**config.mk**
```make
export PLATFORM = sky130hd
export DESIGN_NAME = dwell_gesture_click_detector
export DESIGN_NICKNAME = d
export VERILOG_FILES = /design/src/hw/rtl/dgcd_pkg.sv /design/src/hw/rtl/dwell_gesture_click_detector.sv /design/src/hw/rtl/dgcd_step.sv
export SDC_FILE = /design/constraint.sdc
export NUM_CORES = 1
export LEC_CHECK = 0
export BUFFER_PORTS_ARGS = -buffer_cell sky130_fd_sc_hd__buf_2
export CORE_ASPECT_RATIO = 0.6
export CORE_UTILIZATION = 65
export CTS_BUF_LIST = sky130_fd_sc_hd__clkbuf_4
export CTS_CLUSTER_SIZE = 25
export DETAILED_ROUTE_END_ITERATION = 8
export GPL_ROUTABILITY_DRIVEN = 0
export PLACE_DENSITY = 0.93
export SLEW_MARGIN = 0
export SYNTH_ARGS = -nofsm -noshare
export SYNTH_HDL_FRONTEND = slang
export SYNTH_HIERARCHICAL = 1
export SYNTH_SLANG_ARGS = --single-unit
```
**constraint.sdc**
```tcl
create_clock -name clk_i -period 12.4 [get_ports clk_i]
set_input_delay 0 -clock clk_i [delete_from_list [all_inputs] [get_ports clk_i]]
set_output_delay 0 -clock clk_i [all_outputs]
set_load 0.05 [all_outputs]
```
**src/hw/rtl/dgcd_pkg.sv**
```systemverilog
// dwell gesture click detector: shared types, constants and register indexes
// no dependencies; used by dgcd_step and dwell_gesture_click_detector
`timescale 1ns / 1ps

package dgcd_pkg;

  localparam int unsigned CoordW     = 16;
  localparam int unsigned ThreshW    = 12;
  localparam int unsigned IdleW      = 8;
  localparam int unsigned CenterW    = 11;
  localparam int unsigned CountW     = 9;
  localparam int unsigned ClickW     = 13;
  localparam int unsigned CfgDataW   = 12;
  localparam int unsigned CfgIdxW    = 2;
  localparam int unsigned InDataW    = 64;
  localparam int unsigned OutDataW   = 40;

  // 20 px in Q12.4
  localparam logic signed [CoordW:0] GestureDist = 17'sd320;
  localparam logic [CountW-1:0]      CountMax    = 9'd511;

  localparam logic [ThreshW-1:0] ThreshRst  = 12'd80;
  localparam logic [IdleW-1:0]   IdleRst    = 8'd10;
  localparam logic [CenterW-1:0] CenterXRst = 11'd960;
  localparam logic [CenterW-1:0] CenterYRst = 11'd540;

  typedef enum logic [CfgIdxW-1:0] {
    RegStillThreshold = 2'd0,
    RegIdleLimit      = 2'd1,
    RegCenterX        = 2'd2,
    RegCenterY        = 2'd3
  } dgcd_reg_e;

  typedef struct packed {
    logic [ThreshW-1:0] still_threshold;
    logic [IdleW-1:0]   idle_limit;
    logic [CenterW-1:0] center_x;
    logic [CenterW-1:0] center_y;
  } dgcd_cfg_t;

  typedef struct packed {
    logic signed [CoordW-1:0] pos_x;
    logic signed [CoordW-1:0] pos_y;
    logic signed [CoordW-1:0] prev_x;
    logic signed [CoordW-1:0] prev_y;
  } dgcd_item_t;

  typedef struct packed {
    logic                     armed;
    logic [CountW-1:0]        count;
    logic signed [CoordW-1:0] origin_x;
    logic signed [CoordW-1:0] origin_y;
  } dgcd_state_t;

  typedef struct packed {
    logic                     armed;
    logic                     arm_event;
    logic                     left_click;
    logic                     right_click;
    logic                     double_click;
    logic                     press_left;
    logic                     timeout_event;
    logic signed [ClickW-1:0] click_x;
    logic signed [ClickW-1:0] click_y;
  } dgcd_result_t;

endpackage

```
**src/hw/rtl/dwell_gesture_click_detector.sv**
```systemverilog
// dwell gesture click detector, top level: request registers, state and config
// depends on dgcd_pkg and dgcd_step
//
// channel   dir  handshake                 payload
// s_axis    in   s_axis_tvalid/tready      tdata[63:0]: pos_x, pos_y, prev_x, prev_y
// m_axis    out  m_axis_tvalid/tready      tdata[39:0]: flags, click_x, click_y, pad
// cfg       in   cfg_we_i                  cfg_idx_i, cfg_wdata_i (no read-back)
//
// one request per cycle sustained while the output is not stalled; an accepted request
// goes to the input register, then its result to the result register; the input register feeds
// the frame logic, the result register holds the answer; state updates when a request moves
// from input register to result register; a stalled result holds; one more request waits in
// the input register meanwhile; reset clears state, config to defaults, both registers empty
`timescale 1ns / 1ps

module dwell_gesture_click_detector (
  input  logic                             clk_i,
  input  logic                             rst_ni,
  input  logic                             s_axis_tvalid,
  output logic                             s_axis_tready,
  // pos_x[15:0], pos_y[31:16], prev_x[47:32], prev_y[63:48]
  input  logic [dgcd_pkg::InDataW-1:0]     s_axis_tdata,
  output logic                             m_axis_tvalid,
  input  logic                             m_axis_tready,
  // armed[0], arm_event[1], left_click[2], right_click[3], double_click[4],
  // press_left[5], timeout_event[6], click_x[19:7], click_y[32:20], zero[39:33]
  output logic [dgcd_pkg::OutDataW-1:0]    m_axis_tdata,
  input  logic                             cfg_we_i,
  input  logic [dgcd_pkg::CfgIdxW-1:0]     cfg_idx_i,
  input  logic [dgcd_pkg::CfgDataW-1:0]    cfg_wdata_i
);

  dgcd_pkg::dgcd_cfg_t    cfg_q;
  dgcd_pkg::dgcd_item_t   item_q;
  dgcd_pkg::dgcd_state_t  state_q, state_d;
  dgcd_pkg::dgcd_result_t res_q, res_d;
  logic                   in_valid_q, out_valid_q;
  logic                   advance, accept;

  assign advance       = in_valid_q && (!out_valid_q || m_axis_tready);
  assign s_axis_tready = !in_valid_q || advance;
  assign accept        = s_axis_tvalid && s_axis_tready;
  assign m_axis_tvalid = out_valid_q;

  dgcd_step u_step (
    .cfg_i    (cfg_q),
    .item_i   (item_q),
    .state_i  (state_q),
    .state_o  (state_d),
    .result_o (res_d)
  );

  always_ff @(posedge clk_i or negedge rst_ni) begin
    if (!rst_ni) begin
      cfg_q.still_threshold <= dgcd_pkg::ThreshRst;
      cfg_q.idle_limit      <= dgcd_pkg::IdleRst;
      cfg_q.center_x        <= dgcd_pkg::CenterXRst;
      cfg_q.center_y        <= dgcd_pkg::CenterYRst;
    end else if (cfg_we_i) begin
      unique case (dgcd_pkg::dgcd_reg_e'(cfg_idx_i))
        dgcd_pkg::RegStillThreshold: cfg_q.still_threshold <= cfg_wdata_i;
        dgcd_pkg::RegIdleLimit:      cfg_q.idle_limit <= cfg_wdata_i[dgcd_pkg::IdleW-1:0];
        dgcd_pkg::RegCenterX:        cfg_q.center_x <= cfg_wdata_i[dgcd_pkg::CenterW-1:0];
        dgcd_pkg::RegCenterY:        cfg_q.center_y <= cfg_wdata_i[dgcd_pkg::CenterW-1:0];
        default: ;
      endcase
    end
  end

  always_ff @(posedge clk_i or negedge rst_ni) begin
    if (!rst_ni) begin
      in_valid_q  <= 1'b0;
      out_valid_q <= 1'b0;
      state_q     <= '0;
    end else begin
      if (accept) begin
        in_valid_q <= 1'b1;
      end else if (advance) begin
        in_valid_q <= 1'b0;
      end
      if (advance) begin
        out_valid_q <= 1'b1;
        state_q     <= state_d;
      end else if (m_axis_tready) begin
        out_valid_q <= 1'b0;
      end
    end
  end

  always_ff @(posedge clk_i) begin
    if (accept) begin
      item_q.pos_x  <= s_axis_tdata[15:0];
      item_q.pos_y  <= s_axis_tdata[31:16];
      item_q.prev_x <= s_axis_tdata[47:32];
      item_q.prev_y <= s_axis_tdata[63:48];
    end
    if (advance) begin
      res_q <= res_d;
    end
  end

  assign m_axis_tdata = {7'b0, res_q.click_y, res_q.click_x, res_q.timeout_event,
                         res_q.press_left, res_q.double_click, res_q.right_click,
                         res_q.left_click, res_q.arm_event, res_q.armed};

  // an arming frame reports armed and no gesture
  assert property (@(posedge clk_i) disable iff (!rst_ni)
    (m_axis_tvalid && res_q.arm_event) |-> (res_q.armed && !res_q.left_click &&
      !res_q.right_click && !res_q.double_click && !res_q.press_left))
    else $error("arm event with gesture or not armed");

  // click coordinates are zero unless a click fired
  assert property (@(posedge clk_i) disable iff (!rst_ni)
    (m_axis_tvalid && !(res_q.left_click || res_q.right_click ||
      res_q.double_click || res_q.press_left))
      |-> (res_q.click_x == '0 && res_q.click_y == '0))
    else $error("click coordinates without click");

  // any click or timeout leaves the detector disarmed
  assert property (@(posedge clk_i) disable iff (!rst_ni)
    (m_axis_tvalid && (res_q.timeout_event || res_q.left_click || res_q.right_click ||
      res_q.double_click || res_q.press_left)) |-> !res_q.armed)
    else $error("still armed after click or timeout");

  // input back-pressure only when both registers are full and output stalls
  assert property (@(posedge clk_i) disable iff (!rst_ni)
    !s_axis_tready |-> (in_valid_q && out_valid_q && !m_axis_tready))
    else $error("input stalled without cause");

endmodule

```
**src/hw/rtl/dgcd_step.sv**
```systemverilog
// dwell gesture click detector: next state and result for one frame
// depends on dgcd_pkg
`timescale 1ns / 1ps

module dgcd_step (
  input  dgcd_pkg::dgcd_cfg_t    cfg_i,
  input  dgcd_pkg::dgcd_item_t   item_i,
  input  dgcd_pkg::dgcd_state_t  state_i,
  output dgcd_pkg::dgcd_state_t  state_o,
  output dgcd_pkg::dgcd_result_t result_o
);

  logic signed [dgcd_pkg::CoordW:0]   diff_x, diff_y;
  logic [dgcd_pkg::CoordW-1:0]        abs_x, abs_y;
  logic [dgcd_pkg::CoordW:0]          step_l1;
  logic                               still;
  logic signed [dgcd_pkg::CoordW:0]   dx, dy;
  logic                               lft, rgt, dbl, prs, any_click;
  logic [dgcd_pkg::CountW-1:0]        cnt_inc;
  logic signed [dgcd_pkg::CoordW:0]   ox_adj, oy_adj;
  logic signed [dgcd_pkg::ClickW-1:0] ox_px, oy_px;

  always_comb begin
    diff_x  = {item_i.pos_x[15], item_i.pos_x} - {item_i.prev_x[15], item_i.prev_x};
    diff_y  = {item_i.pos_y[15], item_i.pos_y} - {item_i.prev_y[15], item_i.prev_y};
    abs_x   = diff_x[16] ? dgcd_pkg::CoordW'(-diff_x) : diff_x[15:0];
    abs_y   = diff_y[16] ? dgcd_pkg::CoordW'(-diff_y) : diff_y[15:0];
    step_l1 = {1'b0, abs_x} + {1'b0, abs_y};
    still   = step_l1 < {5'b0, cfg_i.still_threshold};

    dx  = {item_i.pos_x[15], item_i.pos_x} - {state_i.origin_x[15], state_i.origin_x};
    dy  = {item_i.pos_y[15], item_i.pos_y} - {state_i.origin_y[15], state_i.origin_y};
    lft = state_i.armed && (dx < -dgcd_pkg::GestureDist);
    rgt = state_i.armed && (dx > dgcd_pkg::GestureDist);
    dbl = state_i.armed && (dy < -dgcd_pkg::GestureDist);
    prs = state_i.armed && (dy > dgcd_pkg::GestureDist);
    any_click = lft | rgt | dbl | prs;

    cnt_inc = (state_i.count == dgcd_pkg::CountMax) ? state_i.count
                                                    : state_i.count + 9'd1;

    // truncate toward zero to whole pixels
    ox_adj = {state_i.origin_x[15], state_i.origin_x}
             + (state_i.origin_x[15] ? 17'sd15 : 17'sd0);
    oy_adj = {state_i.origin_y[15], state_i.origin_y}
             + (state_i.origin_y[15] ? 17'sd15 : 17'sd0);
    ox_px  = ox_adj[16:4];
    oy_px  = oy_adj[16:4];

    state_o  = state_i;
    result_o = '0;

    if (state_i.armed) begin
      if (any_click) begin
        state_o.armed    = 1'b0;
        result_o.click_x = ox_px + $signed({2'b00, cfg_i.center_x});
        result_o.click_y = oy_px + $signed({2'b00, cfg_i.center_y});
      end
      if (still) begin
        state_o.count = cnt_inc;
        if (cnt_inc > {cfg_i.idle_limit, 1'b0}) begin
          result_o.timeout_event = 1'b1;
          state_o.armed          = 1'b0;
          state_o.count          = '0;
        end
      end
    end else if (still) begin
      state_o.count = cnt_inc;
      if (cnt_inc > {1'b0, cfg_i.idle_limit}) begin
        result_o.arm_event = 1'b1;
        state_o.armed      = 1'b1;
        state_o.count      = '0;
        state_o.origin_x   = item_i.pos_x;
        state_o.origin_y   = item_i.pos_y;
      end
    end else begin
      state_o.count = '0;
    end

    result_o.armed        = state_o.armed;
    result_o.left_click   = lft;
    result_o.right_click  = rgt;
    result_o.double_click = dbl;
    result_o.press_left   = prs;
  end

endmodule

```
==> results by group, run 1 <==
Power and ir drop
  • Sw Ratio: 0.458
  • Pwr dens: 164 nW/µm²
  • P_int: 0.00144 W
  • Leakage: 7.19 nW
  • Power share of the sequential group: 0.310
  • Maximum vdd ir drop: roughly 120 µV
  • Share of power burned in the clock network: 0.134
  • Logic gate share of total power: 0.556
  • Sw power: around 0.0012 W

Critical path
  • Critical path launch point type: flop
  • Critical Path Max Stage Delay: ~0.86 ns
  • Crit-path slowest cell: a21oi_1
  • CP Data Required Time: 12.95 ns
  • Critical path arrival: 10.09 ns
  • Setup Crit Path Kind: reg2reg
  • Delay-heaviest family, CP: compound AO/OA/AOI/OAI gates
  • Crit-path max FO: 17
  • Endpoint class of the critical path: flop
  • CP Buf/Inv Count: 2

Clocking
  • Clk sink count: 183
  • Clock Pin Slew Worst Setup and Hold Paths: 0.19 ns
  • CTS buffer count: 17
  • TritonCTS clock tree: done
  • Clk Latency, worst-skew pair: between 0.6 and 0.7 ns
  • Post_cts resized: 0
  • H-tree levels: 4
  • CTS Buffer Depth: 2
  • CTS Root Cell: clkbuf_4

Route
  • First DRT Iteration DRCs: 1679
  • Drt drc: 0
  • Drt first pass iters: 6
  • Vias per cell: 6.61
  • Via count: around 13000
  • Wire per inst: between 20 and 25 µm
  • Post-Route WL: between 40000 and 50000 µm
  • Final ANT Viol Nets: 0

Yosys
  • Syn. warnings: 6
  • Avg Cell Area, Syn: 9.96 µm²
  • Top_reg_cell synth: edfxtp_1
  • Largest cells by area after synthesis: edfxtp_1, dfrtp_1, ha_1, mux2_2, xnor2_1
  • EDFF count, synth: 97
  • Gate Count Post-Synth: 1440
  • Area leader, netlist: edfxtp_1
  • Fraction of registers with async set/reset: 0.470
  • Synth Cell Area: 14300 µm²
  • Post-synthesis sequential area ratio: 0.354
  • Number of library cell types mapped by synthesis: 90
  • Yosys top cell area share: 0.203
  • Flops & latches, synth: 183

Finish
  • Area grow syn2layout: 13.4%
  • Layout cells sized above 1: 0.191
  • Filler cell count: 1342
  • Fin area: 16300 µm²
  • Nets: 1862
  • Commonest non-fill, non-tap cell in the layout: ha_1
  • Most frequent cells in the layout: ha_1, inv_1, buf_2

Timing
  • Final min period: 9.54 ns
  • Slew HR: 0.165
  • Max Slew Vio Count: 0
  • RSZ-0062 raised after global routing: false
  • Crit share post-route: 0.769
  • Clock Skew: 0.0444 ns
  • Final setup fails: 0
  • Final hold violation count: 0
  • Least-Margin Pin Slew: around 1.3 ns
  • Setup Total Neg Slack: 0 ns
  • Fmax achieved: 0.105 GHz

Placement
  • Area after DPL: 15000 µm²
  • Port Buffers: between 100 and 150
  • DP Wirelength: 28700 µm

Floorplanning
  • Top-Level Pins: 125
  • Row cnt: 41
  • Starting Density: 0.672
  • Die X: 194 µm
  • Total core area: between 20000 and 25000 µm²
  • Die height: 117 µm
  • Die area: approximately 23000 µm²

Run
  • Max Cap Viol: 0

Min path
  • Worst Hold Class: in2reg

Global routing
  • First-pass GRT wire length: 64000 µm
  • Vias in the first global route: around 12000
  • Largest net degree at the start of global routing: between 60 and 70
  • GRT Util Overall: 0.365
  • GRT overflow: 0
  • Initial antenna violation count: 2

Status
  • Status: finished clean
metal layers:
metal / track usage / vias to the layer above / wire length, µm
met2: 0.573 / 895 / 17500
met3: 0.107 / 185 / 5190
li1: - / 5644 / -
met5: 0 / - / 13
met1: 0.476 / 6003 / 16200
met4: 0.164 / 2 / 1590
state kept, by name (all words and copies together) (netlist names):
signal         cells
item_q            64
cfg_q             42
state_q           42
m_axis_tdata      33
in_valid_q         1
m_axis_tvalid      1
metrics by stage:
stage          hold slack, ns  cells  power, W  worst slack (ns)  utilization
2_1_floorplan          -0.296   1446   0.00188              5.21            -
3_3_place_gp          -0.0356   1802   0.00212              3.87        0.705
3_5_place_dp          -0.0281   1802   0.00221              3.39        0.705
4_1_cts                0.0197   1926   0.00258              3.35        0.762
5_1_grt                0.0401   1926   0.00282              2.18        0.762
6_report               0.0476   1927   0.00267              2.86        0.762
worst register-to-register path: cells and delay by family, from the launching register on:
family	cells	cell delay, ns
buf+inv	2	0.50
compound gates	13	3.84
xor+xnor	2	0.32
mux	2	0.67
fa+ha+maj	4	1.27
simple gates	9	2.45
flops	1	0.40
cell families (layout without fill, tap and decap cells):
family,after synthesis,count (layout),share of synthesized area
AO/OA/AOI/OAI,337,337,0.162
XOR/XNOR,120,120,0.0742
adder cells (fa/ha/maj),145,145,0.130
buffers and inverters,168,369,0.0529
flip-flops,183,183,0.354
multiplexers,123,123,0.0959
other,1,8,0.000261
AND/OR/NAND/NOR,363,363,0.131
power groups by stage:
stage	clock network (W)	logic, W	registers, W
3_3_place_gp	0	0.00130	0.000825
5_1_grt	0.000381	0.00160	0.000836
6_report	0.000356	0.00148	0.000827
3_5_place_dp	0	0.00137	0.000834
2_1_floorplan	0	0.00101	0.000872
4_1_cts	0.000354	0.00141	0.000820
layout make-up:
cell class / instances / area (µm²) / share of cell area
clock inverter: 15 / 161 / 0.00992
antenna: 1 / 2.50 / 0.000154
timing repair buffer: 213 / 1550 / 0.0952
clock buffer: 17 / 128 / 0.00785
sequential: 183 / 5080 / 0.312
inverter: 124 / 465 / 0.0286
tap: 279 / 349 / 0.0215
multi-input combinational: 1095 / 8530 / 0.524
synthesized netlist by cell type (13+ instances only):
master / n
ha_1: 138
inv_1: 123
mux2_2: 112
nor2_1: 106
edfxtp_1: 97
xnor2_1: 80
a21oi_1: 75
dfrtp_1: 74
nand2_1: 58
o21ai_0: 52
xor2_1: 39
a31oi_1: 38
nor3_1: 34
nand3_1: 27
a21o_1: 24
o21a_1: 23
nand2b_1: 21
and3_1: 17
buf_4: 17
and2_1: 16
nor2b_1: 16
nand4_1: 13
worst paths after layout:
kind	startpoint	to	slack [ns]	cells after the start
worst max-delay path	item_q[48]$_DFFE_PP_	state_q[21]$_DFFE_PN0P_	2.86	32
worst min-delay path	s_axis_tdata[15]	item_q[63]$_DFFE_PP_	0.05	2
worst max register to register	item_q[48]$_DFFE_PP_	state_q[21]$_DFFE_PN0P_	2.86	32
worst min register to register	in_valid_q$_DFFE_PN0P_	m_axis_tvalid$_DFFE_PN0P_	0.53	1
max in group asynchronous	rst_ni	state_q[28]$_DFFE_PN0P_	11.13	4
min in group asynchronous	rst_ni	cfg_q[20]$_DFFE_PN1P_	0.49	3
timing repair:
item,in CTS,in global routing
hold buffers,92,0
endpoints found under the hold margin,190,0
endpoints found under the setup margin,0,0
buffers inserted,0,0
(Power assumes the default switching activity.)
==> run 2: changes to the inputs <==
CORE_UTILIZATION = 63   (was 65)
PLACE_DENSITY = 0.91   (was 0.93)
clock period = 9.95 ns   (was 12.4 ns; I/O delays follow)
==> run 2 against run 1 <==
Effect of this change: hold slack better by 0.011 ns; sequential power is 23% higher; fmax is 4.0% higher; setup slack worse by 2.1 ns; highest routed layer is now met4; combinational power is 23% higher; final cell count is 1.5% higher; register-to-register slack worse by 2.1 ns; cell area is 0.28% higher; clock skew is 0.010 ns lower.
==> results by group, run 2 (synthesis results as in run 1) <==
Power and ir drop
  • P_int: 0.00184 W
  • Pwr dens: 203 nW/µm²
  • Logic gate share of total power: 0.551
  • Leakage: between 7 and 8 nW
  • Power share of the sequential group: 0.309
  • Maximum vdd ir drop: 136 µV
  • Share of power burned in the clock network: 0.140
  • Sw power: 0.00147 W
  • Overall Power: approximately 0.0033 W
  • Sw Ratio: 0.444

Critical path
  • Crit-path slowest cell: and3_1
  • Critical path launch point type: flop
  • Crit-path max FO: 19
  • CP Buf/Inv Count: 2
  • Setup Crit Path Kind: reg2reg
  • Critical path arrival: between 9 and 10 ns
  • Most frequent CP cell: ha_1
  • CP Data Required Time: 10.47 ns
  • Endpoint class of the critical path: flop
  • Delay-heaviest family, CP: compound AO/OA/AOI/OAI gates
  • Critical Path Max Stage Delay: 0.76 ns

Finish
  • Storage element area: 5080 µm²
  • Area grow syn2layout: 13.7%
  • Area of the multi-input gates: 8530 µm²
  • Most frequent cells in the layout: ha_1, inv_1, buf_2
  • Antenna Diode Count: 0
  • Largest register FFs: 64
  • Commonest non-fill, non-tap cell in the layout: ha_1
  • Finished Layout Cells: 1955
  • Top flop regs: item_q: 64 flops, cfg_q: 42 flops, state_q: 42 flops
  • Nets: around 1900
  • Fin util: 0.736
  • Layout cells sized above 1: 0.191
  • Top reg by flops: item_q
  • Filler cell count: 1498

Route
  • Final ANT Viol Nets: 0
  • Post-Route WL: 38000 µm
  • First DRT Iteration DRCs: 1452
  • Drt drc: 0
  • Wire per inst: roughly 19 µm
  • Drt first pass iters: 6
  • Vias per cell: 6.35
  • Via count: ~12000

Global routing
  • Largest net degree at the start of global routing: 65
  • Initial antenna violation count: 0
  • GRT Util Overall: 0.325
  • First-pass GRT wire length: 59100 µm
  • Vias in the first global route: 11404
  • GRT overflow: 0

Clocking
  • Clock Pin Slew Worst Setup and Hold Paths: 0.17 ns
  • CTS buffer count: 17
  • Hold buffer count at CTS: 91
  • TritonCTS clock tree: done
  • Post_cts resized: 0
  • Clk sink count: around 180
  • CTS Root Cell: clkbuf_4
  • CTS Buffer Depth: 2
  • H-tree levels: 4
  • Clk Latency, worst-skew pair: between 0.6 and 0.7 ns
  • Post-CTS setup buffer count: 0

Timing
  • Max Slew Vio Count: 0
  • Final hold violation count: 0
  • Fmax achieved: 0.109 GHz
  • Crit share post-route: 0.922
  • Final min period: 9.17 ns
  • Least-Margin Pin Slew: 1.19 ns
  • WHS: 0.0589 ns
  • Slew HR: 0.207
  • Final setup fails: 0
  • RSZ-0062 raised after global routing: false
  • Setup Total Neg Slack: 0 ns
  • Clock Skew: 0.0344 ns

Floorplanning
  • Total core area: 22200 µm²
  • Starting Density: 0.647
  • Die X: 197 µm
  • Die height: ~120 µm
  • Top-Level Pins: 125
  • Row cnt: 42
  • Die area: 23400 µm²

Placement
  • Port Buffers: roughly 120
  • Placed cells: 1832
  • DP Wirelength: ~28000 µm

Min path
  • Worst Hold Class: in2reg

Run
  • Max Cap Viol: 0

Status
  • Status: finished clean
run 2: area by class of cell:
cell class / count / area share
Clock inverter: 14 / 0.0104
Clock buffer: 18 / 0.00828
Sequential cell: 183 / 0.311
Tap cell: 308 / 0.0236
Multi-Input combinational cell: 1095 / 0.523
Inverter: 124 / 0.0285
Timing Repair Buffer: 213 / 0.0948
run 2: worst paths after layout:
kind,from,to,slack [ns],cells past startpoint
min in group asynchronous,rst_ni,cfg_q[18]$_DFFE_PN1P_,0.45,3
worst max register to register,item_q[32]$_DFFE_PP_,state_q[18]$_DFFE_PN0P_,0.78,32
worst min-delay path,s_axis_tdata[14],item_q[62]$_DFFE_PP_,0.06,2
worst min register to register,cfg_q[26]$_DFFE_PN0P_,cfg_q[26]$_DFFE_PN0P_,0.53,1
max in group asynchronous,rst_ni,cfg_q[31]$_DFFE_PN0P_,8.86,4
worst max-delay path,item_q[32]$_DFFE_PP_,state_q[18]$_DFFE_PN0P_,0.78,32
run 2: power groups by stage:
stage	sequential [W]	clock, W	combinational [W]
floorplan	0.00109	0	0.00126
detailed placement	0.00104	0	0.00171
global placement	0.00103	0	0.00163
CTS	0.00102	0.000467	0.00176
global route	0.00103	0.000499	0.00197
finish	0.00102	0.000465	0.00182
run 2: stage by stage:
stage               instance area [µm²]  worst slack (ns)
global route                      16300             0.198
detailed placement                15100              1.08
floorplan                         14400              2.76
CTS                               16300             0.964
global placement                  15100              1.44
finish                            16300             0.779
run 2: routing by layer:
metal / share of wire / vias to the layer above / GRT usage
met2: 0.43 / 780 / 0.484
li1: - / 5676 / -
met5: 0 / - / 0
met4: 0.021 / 0 / 0.0848
met1: 0.43 / 5855 / 0.461
met3: 0.12 / 111 / 0.0969
==> run 3: changes to the inputs <==
--- a/config.mk
+++ b/config.mk
@@ -9,3 +9,4 @@
 export CORE_ASPECT_RATIO = 0.6
-export CORE_UTILIZATION = 63
+export CORE_MARGIN = 3
+export CORE_UTILIZATION = 65
 export CTS_BUF_LIST = sky130_fd_sc_hd__clkbuf_4
@@ -14,3 +15,3 @@
 export GPL_ROUTABILITY_DRIVEN = 0
-export PLACE_DENSITY = 0.91
+export PLACE_DENSITY = 0.93
 export SLEW_MARGIN = 0
==> constraint.sdc (replaced) <==
create_clock -name clk_i -period 11.21 [get_ports clk_i]
set_input_delay 0 -clock clk_i [delete_from_list [all_inputs] [get_ports clk_i]]
set_output_delay 0 -clock clk_i [all_outputs]
set_load 0.1 [all_outputs]
==> run 3 against run 2 <==
Effect of this change: critical path depth down 2; wire length rose by 2.9%; first-iteration DRC count is 2.1% higher; die area grew 2.3%; sequential cell count is the same; cell area decreased by 0.66%; clock skew is 0.011 ns higher; final cell count shrank 1.7%; setup slack improved by 0.73 ns.
==> results by group, run 3 (synthesis results as in run 1) <==
Global routing
  • Vias in the first global route: roughly 12000
  • First-pass GRT wire length: 62100 µm
  • GRT overflow: 0
  • Initial antenna violation count: 1
  • GRT Util Overall: 0.329
  • Largest net degree at the start of global routing: 86

Clocking
  • Clock Pin Slew Worst Setup and Hold Paths: 0.19 ns
  • Clk sink count: 183
  • CTS Root Cell: clkbuf_4
  • Clk Latency, worst-skew pair: about 0.64 ns
  • CTS buffer count: 17
  • CTS Buffer Depth: 2
  • TritonCTS clock tree: done
  • Post_cts resized: 0
  • H-tree levels: 4

Finish
  • Area grow syn2layout: 13.0%
  • Top flop regs: item_q: 64 flops, cfg_q: 42 flops, state_q: 42 flops
  • Nets: between 1500 and 2000
  • Finished Layout Cells: roughly 1900
  • Commonest non-fill, non-tap cell in the layout: ha_1
  • Most frequent cells in the layout: ha_1, inv_1, buf_2
  • Filler cell count: 1400
  • Largest register FFs: 64
  • Antenna Diode Count: 0
  • Layout cells sized above 1: 0.191
  • Top reg by flops: item_q

Floorplanning
  • Row cnt: ~40
  • Starting Density: 0.672
  • Total core area: roughly 21000 µm²
  • Die area: 23900 µm²
  • Top-Level Pins: 125
  • Die height: between 100 and 150 µm
  • Die X: 198 µm

Power and ir drop
  • Maximum vdd ir drop: 154 µV
  • Overall Power: 0.00302 W
  • Pwr dens: 186 nW/µm²
  • Leakage: 7.17 nW

Route
  • Post-Route WL: 39100 µm
  • Final ANT Viol Nets: 0
  • Via count: 12402
  • First DRT Iteration DRCs: 1483
  • Drt drc: 0
  • Wire per inst: ~20 µm
  • Drt first pass iters: 6
  • Vias per cell: 6.46

Min path
  • Worst Hold Class: in2reg
  • Hold depth: 2

Placement
  • Placed cells: 1802
  • Port Buffers: 117
  • Place WS: 2.27 ns
  • DP Wirelength: approximately 28000 µm

Critical path
  • CP Data Required Time: 11.72 ns
  • Worst reg-to-reg path cell count: 30
  • Crit-path slowest cell: a21oi_1
  • Critical path launch point type: flop
  • Setup Crit Path Kind: reg2reg
  • Critical path arrival: 10.21 ns
  • Critical Path Max Stage Delay: about 0.84 ns
  • Most frequent CP cell: ha_1
  • Endpoint class of the critical path: flop
  • Crit-path max FO: 17

Timing
  • Clock Skew: 0.0454 ns
  • Setup Total Neg Slack: 0 ns
  • Crit share post-route: 0.865
  • Final setup fails: 0
  • Fmax achieved: 0.103 GHz
  • RSZ-0062 raised after global routing: false
  • Final hold violation count: 0
  • Final min period: 9.70 ns
  • WHS: 0.0473 ns
  • Setup ws final: ~1.5 ns
  • Least-Margin Pin Slew: approximately 1.2 ns
  • Max Slew Vio Count: 0
  • Slew HR: 0.186

Run
  • Max Cap Viol: 0

Status
  • Status: finished clean
run 3: changes by cell type in the layout (fill, tap and decap cells not counted), sizes merged:
cell and change:
dlygate4sd3 -3, buf -2, bufinv -1, clkbuf -1
clkinv +1, inv +1
run 3: worst paths after layout:
kind	startpoint	endpoint	slack, ns
hold / removal	s_axis_tdata[44]	item_q[28]$_DFFE_PP_	0.05
setup reg to reg	item_q[48]$_DFFE_PP_	state_q[30]$_DFFE_PN0P_	1.51
setup / recovery	item_q[48]$_DFFE_PP_	state_q[30]$_DFFE_PN0P_	1.51
min in group asynchronous	rst_ni	state_q[27]$_DFFE_PN0P_	0.20
hold reg to reg	cfg_q[24]$_DFFE_PN0P_	cfg_q[24]$_DFFE_PN0P_	0.53
max in group asynchronous	rst_ni	state_q[4]$_DFFE_PN0P_	10.24
run 3: power by group:
group          internal (W)  switching, W  leakage, nW
Clock              0.000138      0.000264        0.166
Sequential         0.000823     0.0000868         2.03
Combinational      0.000649       0.00106         4.97
run 3: cell type report:
type	instances	area, µm²	share of cell area
multi-input cells	1095	8530	0.526
flip-flops and latches	183	5080	0.314
repair buffers	208	1490	0.0919
inverters	124	465	0.0287
well taps	279	349	0.0215
clock inverters	15	163	0.0100
clock buffers	17	128	0.00788
run 3: metrics by stage:
step,cell area [µm²],util
2_1_floorplan,14400,-
3_3_place_gp,15000,0.705
3_5_place_dp,15000,0.705
4_1_cts,16200,0.759
5_1_grt,16200,0.759
6_report,16200,0.759
run 3: layer usage:
| layer | part of all wire | vias up | track usage |
|---|---|---|---|
| met2 | 0.44 | 772 | 0.520 |
| met3 | 0.12 | 118 | 0.0930 |
| met4 | 0.026 | 2 | 0.0994 |
| li1 | - | 5653 | - |
| met1 | 0.41 | 5857 | 0.444 |
| met5 | 0.00033 | - | 0 |
run 3: what timing repair did:
item                      in CTS  in global routing
hold endpoints to repair     182                  0
hold buffers                  87                  0
buffers inserted               0                  0
run 3: critical path, delay by kind of cell, from the launching register on:
kind | cells | cell delay, ns
mux | 2 | 0.66
fa+ha+maj | 4 | 1.31
buf+inv | 2 | 0.52
xor+xnor | 2 | 0.31
simple gates | 7 | 2.27
flops | 1 | 0.42
compound gates | 13 | 4.09
